**config.mk**
```make
export PLATFORM = sky130hd
export DESIGN_NAME = virtual_periodic_timer_bank
export DESIGN_NICKNAME = d
export VERILOG_FILES = /design/src/hdl/vptb_pkg.sv /design/src/hdl/virtual_periodic_timer_bank.sv /design/src/hdl/vptb_reload_calc.sv /design/src/hdl/vptb_counter_bank.sv
export SDC_FILE = /design/constraint.sdc
export NUM_CORES = 1
export LEC_CHECK = 0
export BUFFER_PORTS_ARGS = -buffer_cell sky130_fd_sc_hd__buf_2
export CORE_ASPECT_RATIO = 2
export CORE_MARGIN = 3
export CORE_UTILIZATION = 53
export DETAILED_ROUTE_END_ITERATION = 8
export PLACE_DENSITY = 0.7
export SKIP_CTS_REPAIR_TIMING = 1
export SYNTH_ARGS = -nofsm -noshare
export SYNTH_HDL_FRONTEND = slang
export SYNTH_SLANG_ARGS = --single-unit
```
**constraint.sdc**
```tcl
create_clock -name clk -period 4.3 [get_ports clk]
set_input_delay 1.075 -clock clk [delete_from_list [all_inputs] [get_ports clk]]
set_output_delay 1.075 -clock clk [all_outputs]
set_load 0.02 [all_outputs]
```
**src/hdl/vptb_pkg.sv**
```systemverilog
`default_nettype none

package vptb_pkg;

    // Item field widths
    localparam int OPERATION_W = 2;
    localparam int CLIENT_W    = 3;
    localparam int FREQUENCY_W = 32;
    localparam int MASK_W      = 8;

    // Width of the in-range compare on client_index (covers up to 64 clients)
    localparam int CLIENT_CMP_W = 6;

    // Defaults for the top-level parameters
    localparam int DEFAULT_CLIENT_COUNT   = 8;
    localparam int DEFAULT_BASE_FREQUENCY = 1024;

    // Operation codes
    localparam logic [OPERATION_W-1:0] OP_TICK     = 2'd0;
    localparam logic [OPERATION_W-1:0] OP_SET_FREQ = 2'd1;
    localparam logic [OPERATION_W-1:0] OP_ARM      = 2'd2;

    // Decoded command handed to the counter bank
    typedef struct packed {
        logic                tick;
        logic                set_freq;
        logic                arm;
        logic [CLIENT_W-1:0] client;
    } cmd_t;

endpackage

`default_nettype wire

```
**src/hdl/virtual_periodic_timer_bank.sv**
```systemverilog
`default_nettype none

// Virtual periodic timer bank: CLIENT_COUNT down counters run off a base tick.
// Command channel: start with operation / client_index / frequency is taken
// on a rising edge where start is high and busy is low. busy is held low,
// so one item can be issued every cycle.
// Operations: tick decrements all nonzero counters and flags every counter
// at zero; set frequency checks for a nonzero power of two and stores
// BASE_FREQUENCY >> log2(frequency) (0 above base); arm clears the flag and
// reloads the counter. Out-of-range clients change no state.
// Result channel: done pulses for one cycle with error and expired_mask (flags
// after the operation). The item is held in the input register while the
// counter bank works out its update, then the bank and the result register
// load together and done shows the result. Throughput is one item per cycle,
// set by the single registered pass through the counter bank.
// The receiver cannot stall; every result is shown exactly once.
// Reset (rst_n low, asynchronous) clears all counters, reload values, flags
// and any item in flight.
module virtual_periodic_timer_bank #(
    parameter int CLIENT_COUNT   = vptb_pkg::DEFAULT_CLIENT_COUNT,
    parameter int BASE_FREQUENCY = vptb_pkg::DEFAULT_BASE_FREQUENCY
) (
    input  wire logic                             clk,
    input  wire logic                             rst_n,
    input  wire logic                             start,
    output logic                                  busy,
    input  wire logic [vptb_pkg::OPERATION_W-1:0] operation,
    input  wire logic [vptb_pkg::CLIENT_W-1:0]    client_index,
    input  wire logic [vptb_pkg::FREQUENCY_W-1:0] frequency,
    output logic                                  done,
    output logic                                  error,
    output logic      [vptb_pkg::MASK_W-1:0]      expired_mask
);

    // counter width holds the largest reload value, BASE_FREQUENCY itself
    localparam int CW = $clog2(BASE_FREQUENCY + 1);

    // input register
    logic                             in_valid_reg;
    logic [vptb_pkg::OPERATION_W-1:0] op_reg;
    logic [vptb_pkg::CLIENT_W-1:0]    client_reg;
    logic [vptb_pkg::FREQUENCY_W-1:0] freq_reg;

    // result register
    logic                        done_reg;
    logic                        error_reg;
    logic                        error_next;
    logic [vptb_pkg::MASK_W-1:0] mask_reg;
    logic [vptb_pkg::MASK_W-1:0] mask_next;

    vptb_pkg::cmd_t cmd;
    logic           bad_freq;
    logic [CW-1:0]  new_reload;

    // never holds off the issuer
    assign busy = 1'b0;

    always_ff @(posedge clk or negedge rst_n)
    begin
        if (!rst_n)
        begin
            in_valid_reg <= 1'b0;
        end
        else
        begin
            in_valid_reg <= start && !busy;
        end
    end

    always_ff @(posedge clk)
    begin
        if (start && !busy)
        begin
            op_reg     <= operation;
            client_reg <= client_index;
            freq_reg   <= frequency;
        end
    end

    // operation decode; code 3 does nothing
    always_comb
    begin
        cmd        = '0;
        cmd.client = client_reg;
        unique case (op_reg)
            vptb_pkg::OP_TICK:     cmd.tick     = 1'b1;
            vptb_pkg::OP_SET_FREQ: cmd.set_freq = 1'b1;
            vptb_pkg::OP_ARM:      cmd.arm      = 1'b1;
            default:               ;
        endcase
    end

    vptb_reload_calc #(
        .BASE_FREQUENCY(BASE_FREQUENCY),
        .CW            (CW)
    ) u_reload_calc (
        .frequency(freq_reg),
        .bad_freq (bad_freq),
        .reload   (new_reload)
    );

    vptb_counter_bank #(
        .CLIENT_COUNT  (CLIENT_COUNT),
        .BASE_FREQUENCY(BASE_FREQUENCY),
        .CW            (CW)
    ) u_counter_bank (
        .clk       (clk),
        .rst_n     (rst_n),
        .cmd_valid (in_valid_reg),
        .cmd       (cmd),
        .bad_freq  (bad_freq),
        .new_reload(new_reload),
        .mask_next (mask_next)
    );

    // error only reported for set frequency
    assign error_next = cmd.set_freq && bad_freq;

    always_ff @(posedge clk or negedge rst_n)
    begin
        if (!rst_n)
        begin
            done_reg <= 1'b0;
        end
        else
        begin
            done_reg <= in_valid_reg;
        end
    end

    always_ff @(posedge clk)
    begin
        if (in_valid_reg)
        begin
            error_reg <= error_next;
            mask_reg  <= mask_next;
        end
    end

    assign done         = done_reg;
    assign error        = error_reg;
    assign expired_mask = mask_reg;

endmodule

`default_nettype wire

```
**src/hdl/vptb_reload_calc.sv**
```systemverilog
`default_nettype none

// Validates a requested frequency and derives BASE_FREQUENCY / frequency.
// Frequency is a power of two, so the divide is a right shift by its log2.
module vptb_reload_calc #(
    parameter int BASE_FREQUENCY = vptb_pkg::DEFAULT_BASE_FREQUENCY,
    parameter int CW             = $clog2(BASE_FREQUENCY + 1)
) (
    input  wire logic [vptb_pkg::FREQUENCY_W-1:0] frequency,
    output logic                                  bad_freq,
    output logic [CW-1:0]                         reload
);

    localparam logic [vptb_pkg::FREQUENCY_W-1:0] BASE_VEC =
        vptb_pkg::FREQUENCY_W'(BASE_FREQUENCY);
    localparam int LOG_W = $clog2(vptb_pkg::FREQUENCY_W);

    logic [LOG_W-1:0]                 freq_log2;
    logic [vptb_pkg::FREQUENCY_W-1:0] shifted;

    // one-hot to binary: OR of bit positions
    always_comb
    begin
        freq_log2 = '0;
        for (int b = 0; b < vptb_pkg::FREQUENCY_W; b++)
        begin
            if (frequency[b])
            begin
                freq_log2 = freq_log2 | LOG_W'(b);
            end
        end
    end

    assign bad_freq = (frequency == '0) ||
                      ((frequency & (frequency - 1'b1)) != '0);

    assign shifted = BASE_VEC >> freq_log2;

    // above base frequency the quotient is zero
    assign reload = (frequency > BASE_VEC) ? '0 : shifted[CW-1:0];

endmodule

`default_nettype wire

```
**src/hdl/vptb_counter_bank.sv**
```systemverilog
`default_nettype none

// Per-client reload values, down counters and expired flags.
// Applies one decoded command per cycle; mask shows the flags after it.
module vptb_counter_bank #(
    parameter int CLIENT_COUNT   = vptb_pkg::DEFAULT_CLIENT_COUNT,
    parameter int BASE_FREQUENCY = vptb_pkg::DEFAULT_BASE_FREQUENCY,
    parameter int CW             = $clog2(BASE_FREQUENCY + 1)
) (
    input  wire logic                         clk,
    input  wire logic                         rst_n,
    input  wire logic                         cmd_valid,
    input  wire vptb_pkg::cmd_t               cmd,
    input  wire logic                         bad_freq,
    input  wire logic [CW-1:0]                new_reload,
    output logic      [vptb_pkg::MASK_W-1:0]  mask_next
);

    localparam int CMPW = vptb_pkg::CLIENT_CMP_W;

    logic [CW-1:0] reload_reg   [CLIENT_COUNT];
    logic [CW-1:0] reload_next  [CLIENT_COUNT];
    logic [CW-1:0] counter_reg  [CLIENT_COUNT];
    logic [CW-1:0] counter_next [CLIENT_COUNT];
    logic          flag_reg     [CLIENT_COUNT];
    logic          flag_next    [CLIENT_COUNT];
    logic [CMPW-1:0] client_ext;

    assign client_ext = CMPW'(cmd.client);

    always_comb
    begin
        for (int i = 0; i < CLIENT_COUNT; i++)
        begin
            reload_next[i]  = reload_reg[i];
            counter_next[i] = counter_reg[i];
            flag_next[i]    = flag_reg[i];
            if (cmd_valid)
            begin
                if (cmd.tick)
                begin
                    if (counter_reg[i] != '0)
                    begin
                        counter_next[i] = counter_reg[i] - 1'b1;
                    end
                    // already-zero counters expire too
                    if (counter_next[i] == '0)
                    begin
                        flag_next[i] = 1'b1;
                    end
                end
                else if (cmd.set_freq && !bad_freq && client_ext == CMPW'(i))
                begin
                    reload_next[i] = new_reload;
                end
                else if (cmd.arm && client_ext == CMPW'(i))
                begin
                    flag_next[i]    = 1'b0;
                    counter_next[i] = reload_reg[i];
                end
            end
        end
    end

    always_ff @(posedge clk or negedge rst_n)
    begin
        if (!rst_n)
        begin
            for (int i = 0; i < CLIENT_COUNT; i++)
            begin
                reload_reg[i]  <= '0;
                counter_reg[i] <= '0;
                flag_reg[i]    <= 1'b0;
            end
        end
        else
        begin
            for (int i = 0; i < CLIENT_COUNT; i++)
            begin
                reload_reg[i]  <= reload_next[i];
                counter_reg[i] <= counter_next[i];
                flag_reg[i]    <= flag_next[i];
            end
        end
    end

    // clients past the mask width have no bit
    always_comb
    begin
        mask_next = '0;
        for (int i = 0; i < vptb_pkg::MASK_W; i++)
        begin
            if (i < CLIENT_COUNT)
            begin
                mask_next[i] = flag_next[i];
            end
        end
    end

endmodule

`default_nettype wire
```
==> flow_summary.json, run 1 <==
{
  "grt_pass1_vias": 9594,
  "synth.distinct_cells": 67,
  "antenna_found_initial": 0,
  "cts-buffers-inserted": 21,
  "leakage_nw": 5.64,
  "gpl.final_weighted_congestion": 0.952,
  "hp-start": "u_counter_bank.flag_reg[4]",
  "synth_fp_nets": 1295,
  "tns_ns": 0,
  "avgRoutedWirePerCell_um": 20.1,
  "drcViolationCount": 0,
  "crit_path_start_kind": "register",
  "arrival_ns": 3.86,
  "die_y_um": 224,
  "syn_inst": 1247,
  "stdcell_count": 1567,
  "vdd_drop_max_mv": 0.375,
  "nets": 1318,
  "overflow": 0,
  "max_freq_mhz": 289,
  "yosys_warnings": 0,
  "drive_gt1_frac": 0.165,
  "portBuffers": 49,
  "synth_area_leader_cell": "dfrtp_1",
  "fin_crit_ns": 3.47,
  "num_io_pins": 51,
  "seq_area_frac_synth": 0.481,
  "cts_tree": "built",
  "rows": 79,
  "grt_max_degree": 76,
  "dp_cells": 1530,
  "wirelength_mm": 31.5,
  "post-route-period-util": 0.806,
  "initial_core_util": 0.540,
  "antenna_left": 0,
  "cts.clk_slew.worst_paths_ns": 0.07,
  "n_antenna_cell": 0,
  "hold_viol": 0,
  "drt_iter0_drc": 619,
  "grt_usage": 0.247,
  "via_per_inst": 6.28,
  "htree_num_levels": 1,
  "via_count": 9846,
  "die-area_um2": 25700,
  "synth_top_area_frac": 0.371,
  "worstHoldPathType": "register to register",
  "path_max_fanout": 11,
  "fin_skew_ns": 0.0145,
  "ys_ff_latch": 232,
  "min_to": "u_counter_bank.flag_reg[4]",
  "r2r-end": "u_counter_bank.reload_reg[21]",
  "rr_worst_depth": 7,
  "die_w_um": 115,
  "finalSetupViolCount": 0,
  "dominantRegCellSynth": "dfrtp_1",
  "worst_pin_slew_ns": 1.02,
  "area_growth_pct": 8.31,
  "r2r-start": "freq_reg[21]",
  "grt_pass1_wl_mm": 50.4,
  "cp_slowest_cell": "nor4_2",
  "critPathMaxStageDelay_ns": 0.53,
  "dr.pass1.iters": 5,
  "core_um2": 23200,
  "clk_latency_ns": 0.51,
  "outcome": "finished clean",
  "synth_area_um2": 12500,
  "fillers": 1984,
  "report.final.slew_viol_count": 0,
  "clock_path_buffers": 3,
  "synthTopCellsByArea": "dfrtp_1, edfxtp_1, mux2_4",
  "hpwlAfterDp_mm": 22.1,
  "worstPathRequired_ns": 4.69,
  "reg2reg_slack_ns": 0.83,
  "ys_async_sr_fraction": 0.802,
  "syn_area_per_cell_um2": 10.1,
  "cap_violations": 0,
  "synthMostInstantiatedCell": "dfrtp_1",
  "clock-root-buffer": "clkbuf_16",
  "end_kind": "register",
  "crit_chain": "nor4_2 -> or4b_4 -> or4_4 -> a2111oi_4 -> buf_4 -> and4_4 -> mux2_2",
  "rsz0062_at_grt": "no",
  "hold_path_depth": 2,
  "crit_type": "register to register",
  "relSlewSlack": 0.317,
  "synth-edff-count": 46,
  "clock-sinks": 232,
  "synthTopCellsByCount": "dfrtp_1, nand2_1, o21ai_0",
  "powerDensity_nw_per_um2": 446
}
[worst max-delay path: cells and delay by family, from the launching register on]
kind | cells | cell delay, ns
AND/OR/NAND/NOR | 4 | 1.87
multiplexers | 1 | 0.36
AO/OA/AOI/OAI | 1 | 0.44
buffers and inverters | 1 | 0.23
flip-flops | 1 | 0.44
[cell type report]
| type | instances | area, um^2 | share of cell area |
|---|---|---|---|
| Timing Repair Buffer | 70 | 412 | 0.0303 |
| Clock buffer | 25 | 572 | 0.0421 |
| Clock inverter | 12 | 85.1 | 0.00626 |
| Sequential cell | 232 | 6040 | 0.444 |
| Inverter | 39 | 146 | 0.0108 |
| Multi-Input combinational cell | 906 | 5980 | 0.440 |
| Tap cell | 283 | 354 | 0.0261 |
[routing by layer]
metal | up-vias | part of all wire | GRT usage
li1 | 4668 | - | -
met1 | 4812 | 0.38 | 0.291
met2 | 284 | 0.54 | 0.448
met3 | 82 | 0.037 | 0.0249
met4 | 0 | 0.038 | 0.107
met5 | - | 0 | 0
[report_power, final]
| group | total [mW] | switching (mW) | internal, mW |
|---|---|---|---|
| Sequential | 2.79 | 0.303 | 2.49 |
| Clock | 1.86 | 0.843 | 1.01 |
| Combinational | 1.41 | 0.866 | 0.547 |
| Total | 6.06 | 2.01 | 4.05 |
[cell usage in the layout (no fill, tap or decap), types with 9 or more instances in the layout]
cell type,Yosys,layout
edfxtp_1,46,46
or3_1,15,15
inv_1,39,39
a22oi_1,10,10
nand2b_1,12,12
dfrtp_1,186,186
clkbuf_16,0,22
a32o_1,9,9
nor4_1,40,39
nor3_1,57,57
nand2_1,125,125
buf_2,0,48
o22ai_1,27,27
nor2b_1,10,10
nor2_1,86,85
a31oi_1,9,9
nand4_1,12,12
a21oi_1,107,107
mux2_4,80,80
xnor2_1,15,15
o21ai_0,108,108
and3_1,10,10
nand3_1,31,31
xor2_1,10,10
buf_4,1,21
[worst max path at each step]
stage	start	endpoint	slack, ns
finish	freq_reg[21]	u_counter_bank.reload_reg[21]	0.83
global route	freq_reg[3]	u_counter_bank.reload_reg[10]	0.72
CTS	freq_reg[15]	u_counter_bank.reload_reg[21]	0.85
detailed placement	freq_reg[15]	u_counter_bank.reload_reg[21]	0.88
global placement	freq_reg[15]	u_counter_bank.reload_reg[21]	0.92
floorplan	freq_reg[15]	u_counter_bank.reload_reg[0]	1.09
[cells by family (layout without fill, tap and decap cells)]
kind of cell / Yosys count / after routing / share of synthesized area
and+or+nand+nor: 450 / 450 / 0.184
AOI/OAI and AO/OA: 327 / 327 / 0.157
DFF: 232 / 232 / 0.481
buffers and inverters: 109 / 146 / 0.0433
muxes: 93 / 93 / 0.107
xor gates and xnor gates: 25 / 25 / 0.0175
adders and majority gates: 10 / 10 / 0.00958
other: 1 / 1 / 0.000299
[metrics by stage]
stage | hold WS [ns] | instance area [um^2] | utilization | setup slack [ns] | power, mW
detailed placement | 0.479 | 12900 | 0.556 | 0.883 | 4.22
global route | 0.527 | 13600 | 0.585 | 0.721 | 6.40
floorplan | 0.436 | 12500 | - | 1.09 | 3.83
finish | 0.494 | 13600 | 0.585 | 0.834 | 6.06
CTS | 0.503 | 13600 | 0.585 | 0.849 | 6.08
global placement | 0.459 | 12900 | 0.556 | 0.924 | 4.19
Note: power is estimated with default switching activity, not from simulation.
==> run 2, diff against run 1 <==
- clock period: 4.3 -> 3.6 ns (I/O delays scaled with it)
==> flow_summary.json, run 2 (same netlist as run 1, synthesis figures left out) <==
{
  "finalInstanceArea_um2": 13700,
  "clock-root-buffer": "clkbuf_16",
  "relSlewSlack": 0.336,
  "grt_usage": 0.249,
  "r2r-end": "u_counter_bank.reload_reg[76]",
  "fin_skew_ns": 0.0147,
  "rr_worst_depth": 7,
  "crit_path_start_kind": "register",
  "r2r-start": "freq_reg[17]",
  "die_y_um": 224,
  "grt_max_degree": 75,
  "layout_setup_ws_ns": 0.311,
  "wirelength_mm": 31.7,
  "path_max_fanout": 11,
  "post-route-period-util": 0.914,
  "worstHoldPathType": "input pin to async pin",
  "num_io_pins": 51,
  "p_comb_frac": 0.233,
  "reg2reg_slack_ns": 0.31,
  "n_antenna_cell": 0,
  "antenna_left": 0,
  "antenna_found_initial": 0,
  "tns_ns": 0,
  "nets": 1331,
  "via_count": 9948,
  "final_common_cell": "dfrtp_1",
  "seq_power_share": 0.453,
  "initial_core_util": 0.540,
  "hold_slack_ns": 0.382,
  "report.final.slew_viol_count": 0,
  "pre_cts_ws_ns": 0.342,
  "hold_viol": 0,
  "crit_chain": "or3_4 -> or4b_4 -> or4_4 -> a2111oi_4 -> buf_4 -> and4_4 -> mux2_2",
  "grt_pass1_vias": 9786,
  "clock-sinks": 232,
  "clock_path_buffers": 3,
  "cts_tree": "built",
  "finalSetupViolCount": 0,
  "htree_num_levels": 1,
  "avgRoutedWirePerCell_um": 20.1,
  "gpl.final_weighted_congestion": 0.948,
  "end_kind": "register",
  "layout_common_cells": "dfrtp_1, nand2_1, o21ai_0, a21oi_1, nor2_1",
  "vdd_drop_max_mv": 0.428,
  "die_w_um": 115,
  "leakage_nw": 5.73,
  "cts.clk_slew.worst_paths_ns": 0.07,
  "netSwitchingFraction": 0.327,
  "critPathMaxStageDelay_ns": 0.54,
  "dr.pass1.iters": 5,
  "rsz0062_at_grt": "no",
  "portBuffers": 49,
  "drcViolationCount": 0,
  "arrival_ns": 3.69,
  "drive_gt1_frac": 0.176,
  "outcome": "finished clean",
  "clockPowerShare": 0.314,
  "cts-buffers-inserted": 21,
  "overflow": 0,
  "area_growth_pct": 9.63,
  "switchingPower_mw": 2.41,
  "worstPathRequired_ns": 4.00,
  "cp_slowest_cell": "or4b_4",
  "powerDensity_nw_per_um2": 535,
  "hpwlAfterDp_mm": 22.7,
  "grt_pass1_wl_mm": 50.8,
  "max_freq_mhz": 304,
  "p_int_mw": 4.95,
  "crit_type": "register to register",
  "rows": 79,
  "die-area_um2": 25700,
  "drt_iter0_drc": 633,
  "worst_pin_slew_ns": 0.971,
  "fin_total_pwr_mw": 7.36,
  "clk_latency_ns": 0.52,
  "core_um2": 23200,
  "fin_crit_ns": 3.29,
  "via_per_inst": 6.30,
  "cap_violations": 0,
  "dpl_cell_area_um2": 13000
}
run 2: cell count changes in the layout (fill, tap and decap cells not counted), sizes merged:
cell    change
buf        +13
clkbuf      +6
clkinv      -4
inv         -2
bufinv      -1
run 2: metrics by stage:
step                 util  cells
floorplan               -   1247
CTS                 0.592   1579
detailed placement  0.561   1543
global route        0.592   1579
finish              0.592   1579
global placement    0.561   1543
run 2: cell type report:
type                       count  area [um^2]
clock buffer                  31          677
clock inverter                 5         35.0
fill                        1938         9480
inverter                      39          146
multi-input combinational    906         5980
sequential                   232         6040
tap                          283          354
timing repair buffer          83          522
run 2: worst max-delay path by stage:
stage / startpoint / endpoint / slack (ns) / depth (start not counted)
floorplan: freq_reg[15] / u_counter_bank.reload_reg[0] / 0.39 / 7
global placement: freq_reg[17] / u_counter_bank.reload_reg[76] / 0.38 / 7
detailed placement: freq_reg[17] / u_counter_bank.reload_reg[76] / 0.34 / 7
CTS: freq_reg[17] / u_counter_bank.reload_reg[76] / 0.31 / 7
global route: u_counter_bank.counter_reg[55] / expired_mask[2] / 0.20 / 9
finish: freq_reg[17] / u_counter_bank.reload_reg[76] / 0.31 / 7
run 2: power by group through the flow:
stage / Combinational, mW / Sequential [mW] / Clock, mW
2_1_floorplan: 1.31 / 3.27 / 0
3_3_place_gp: 1.67 / 3.37 / 0
3_5_place_dp: 1.71 / 3.37 / 0
4_1_cts: 1.72 / 3.32 / 2.36
5_1_grt: 1.95 / 3.38 / 2.45
6_report: 1.72 / 3.33 / 2.31
run 2: per-layer routing:
layer	wire [um]	track usage
met5	0	0
met4	1760	0.125
met3	1340	0.0260
met2	16900	0.450
met1	11800	0.287
run 2: worst max-delay path: cells and delay by family, from the launching register on:
kind	cells	cell delay (ns)
and+or+nand+nor	4	1.79
AOI/OAI and AO/OA	1	0.35
buffers and inverters	1	0.23
muxes	1	0.36
DFF	1	0.43
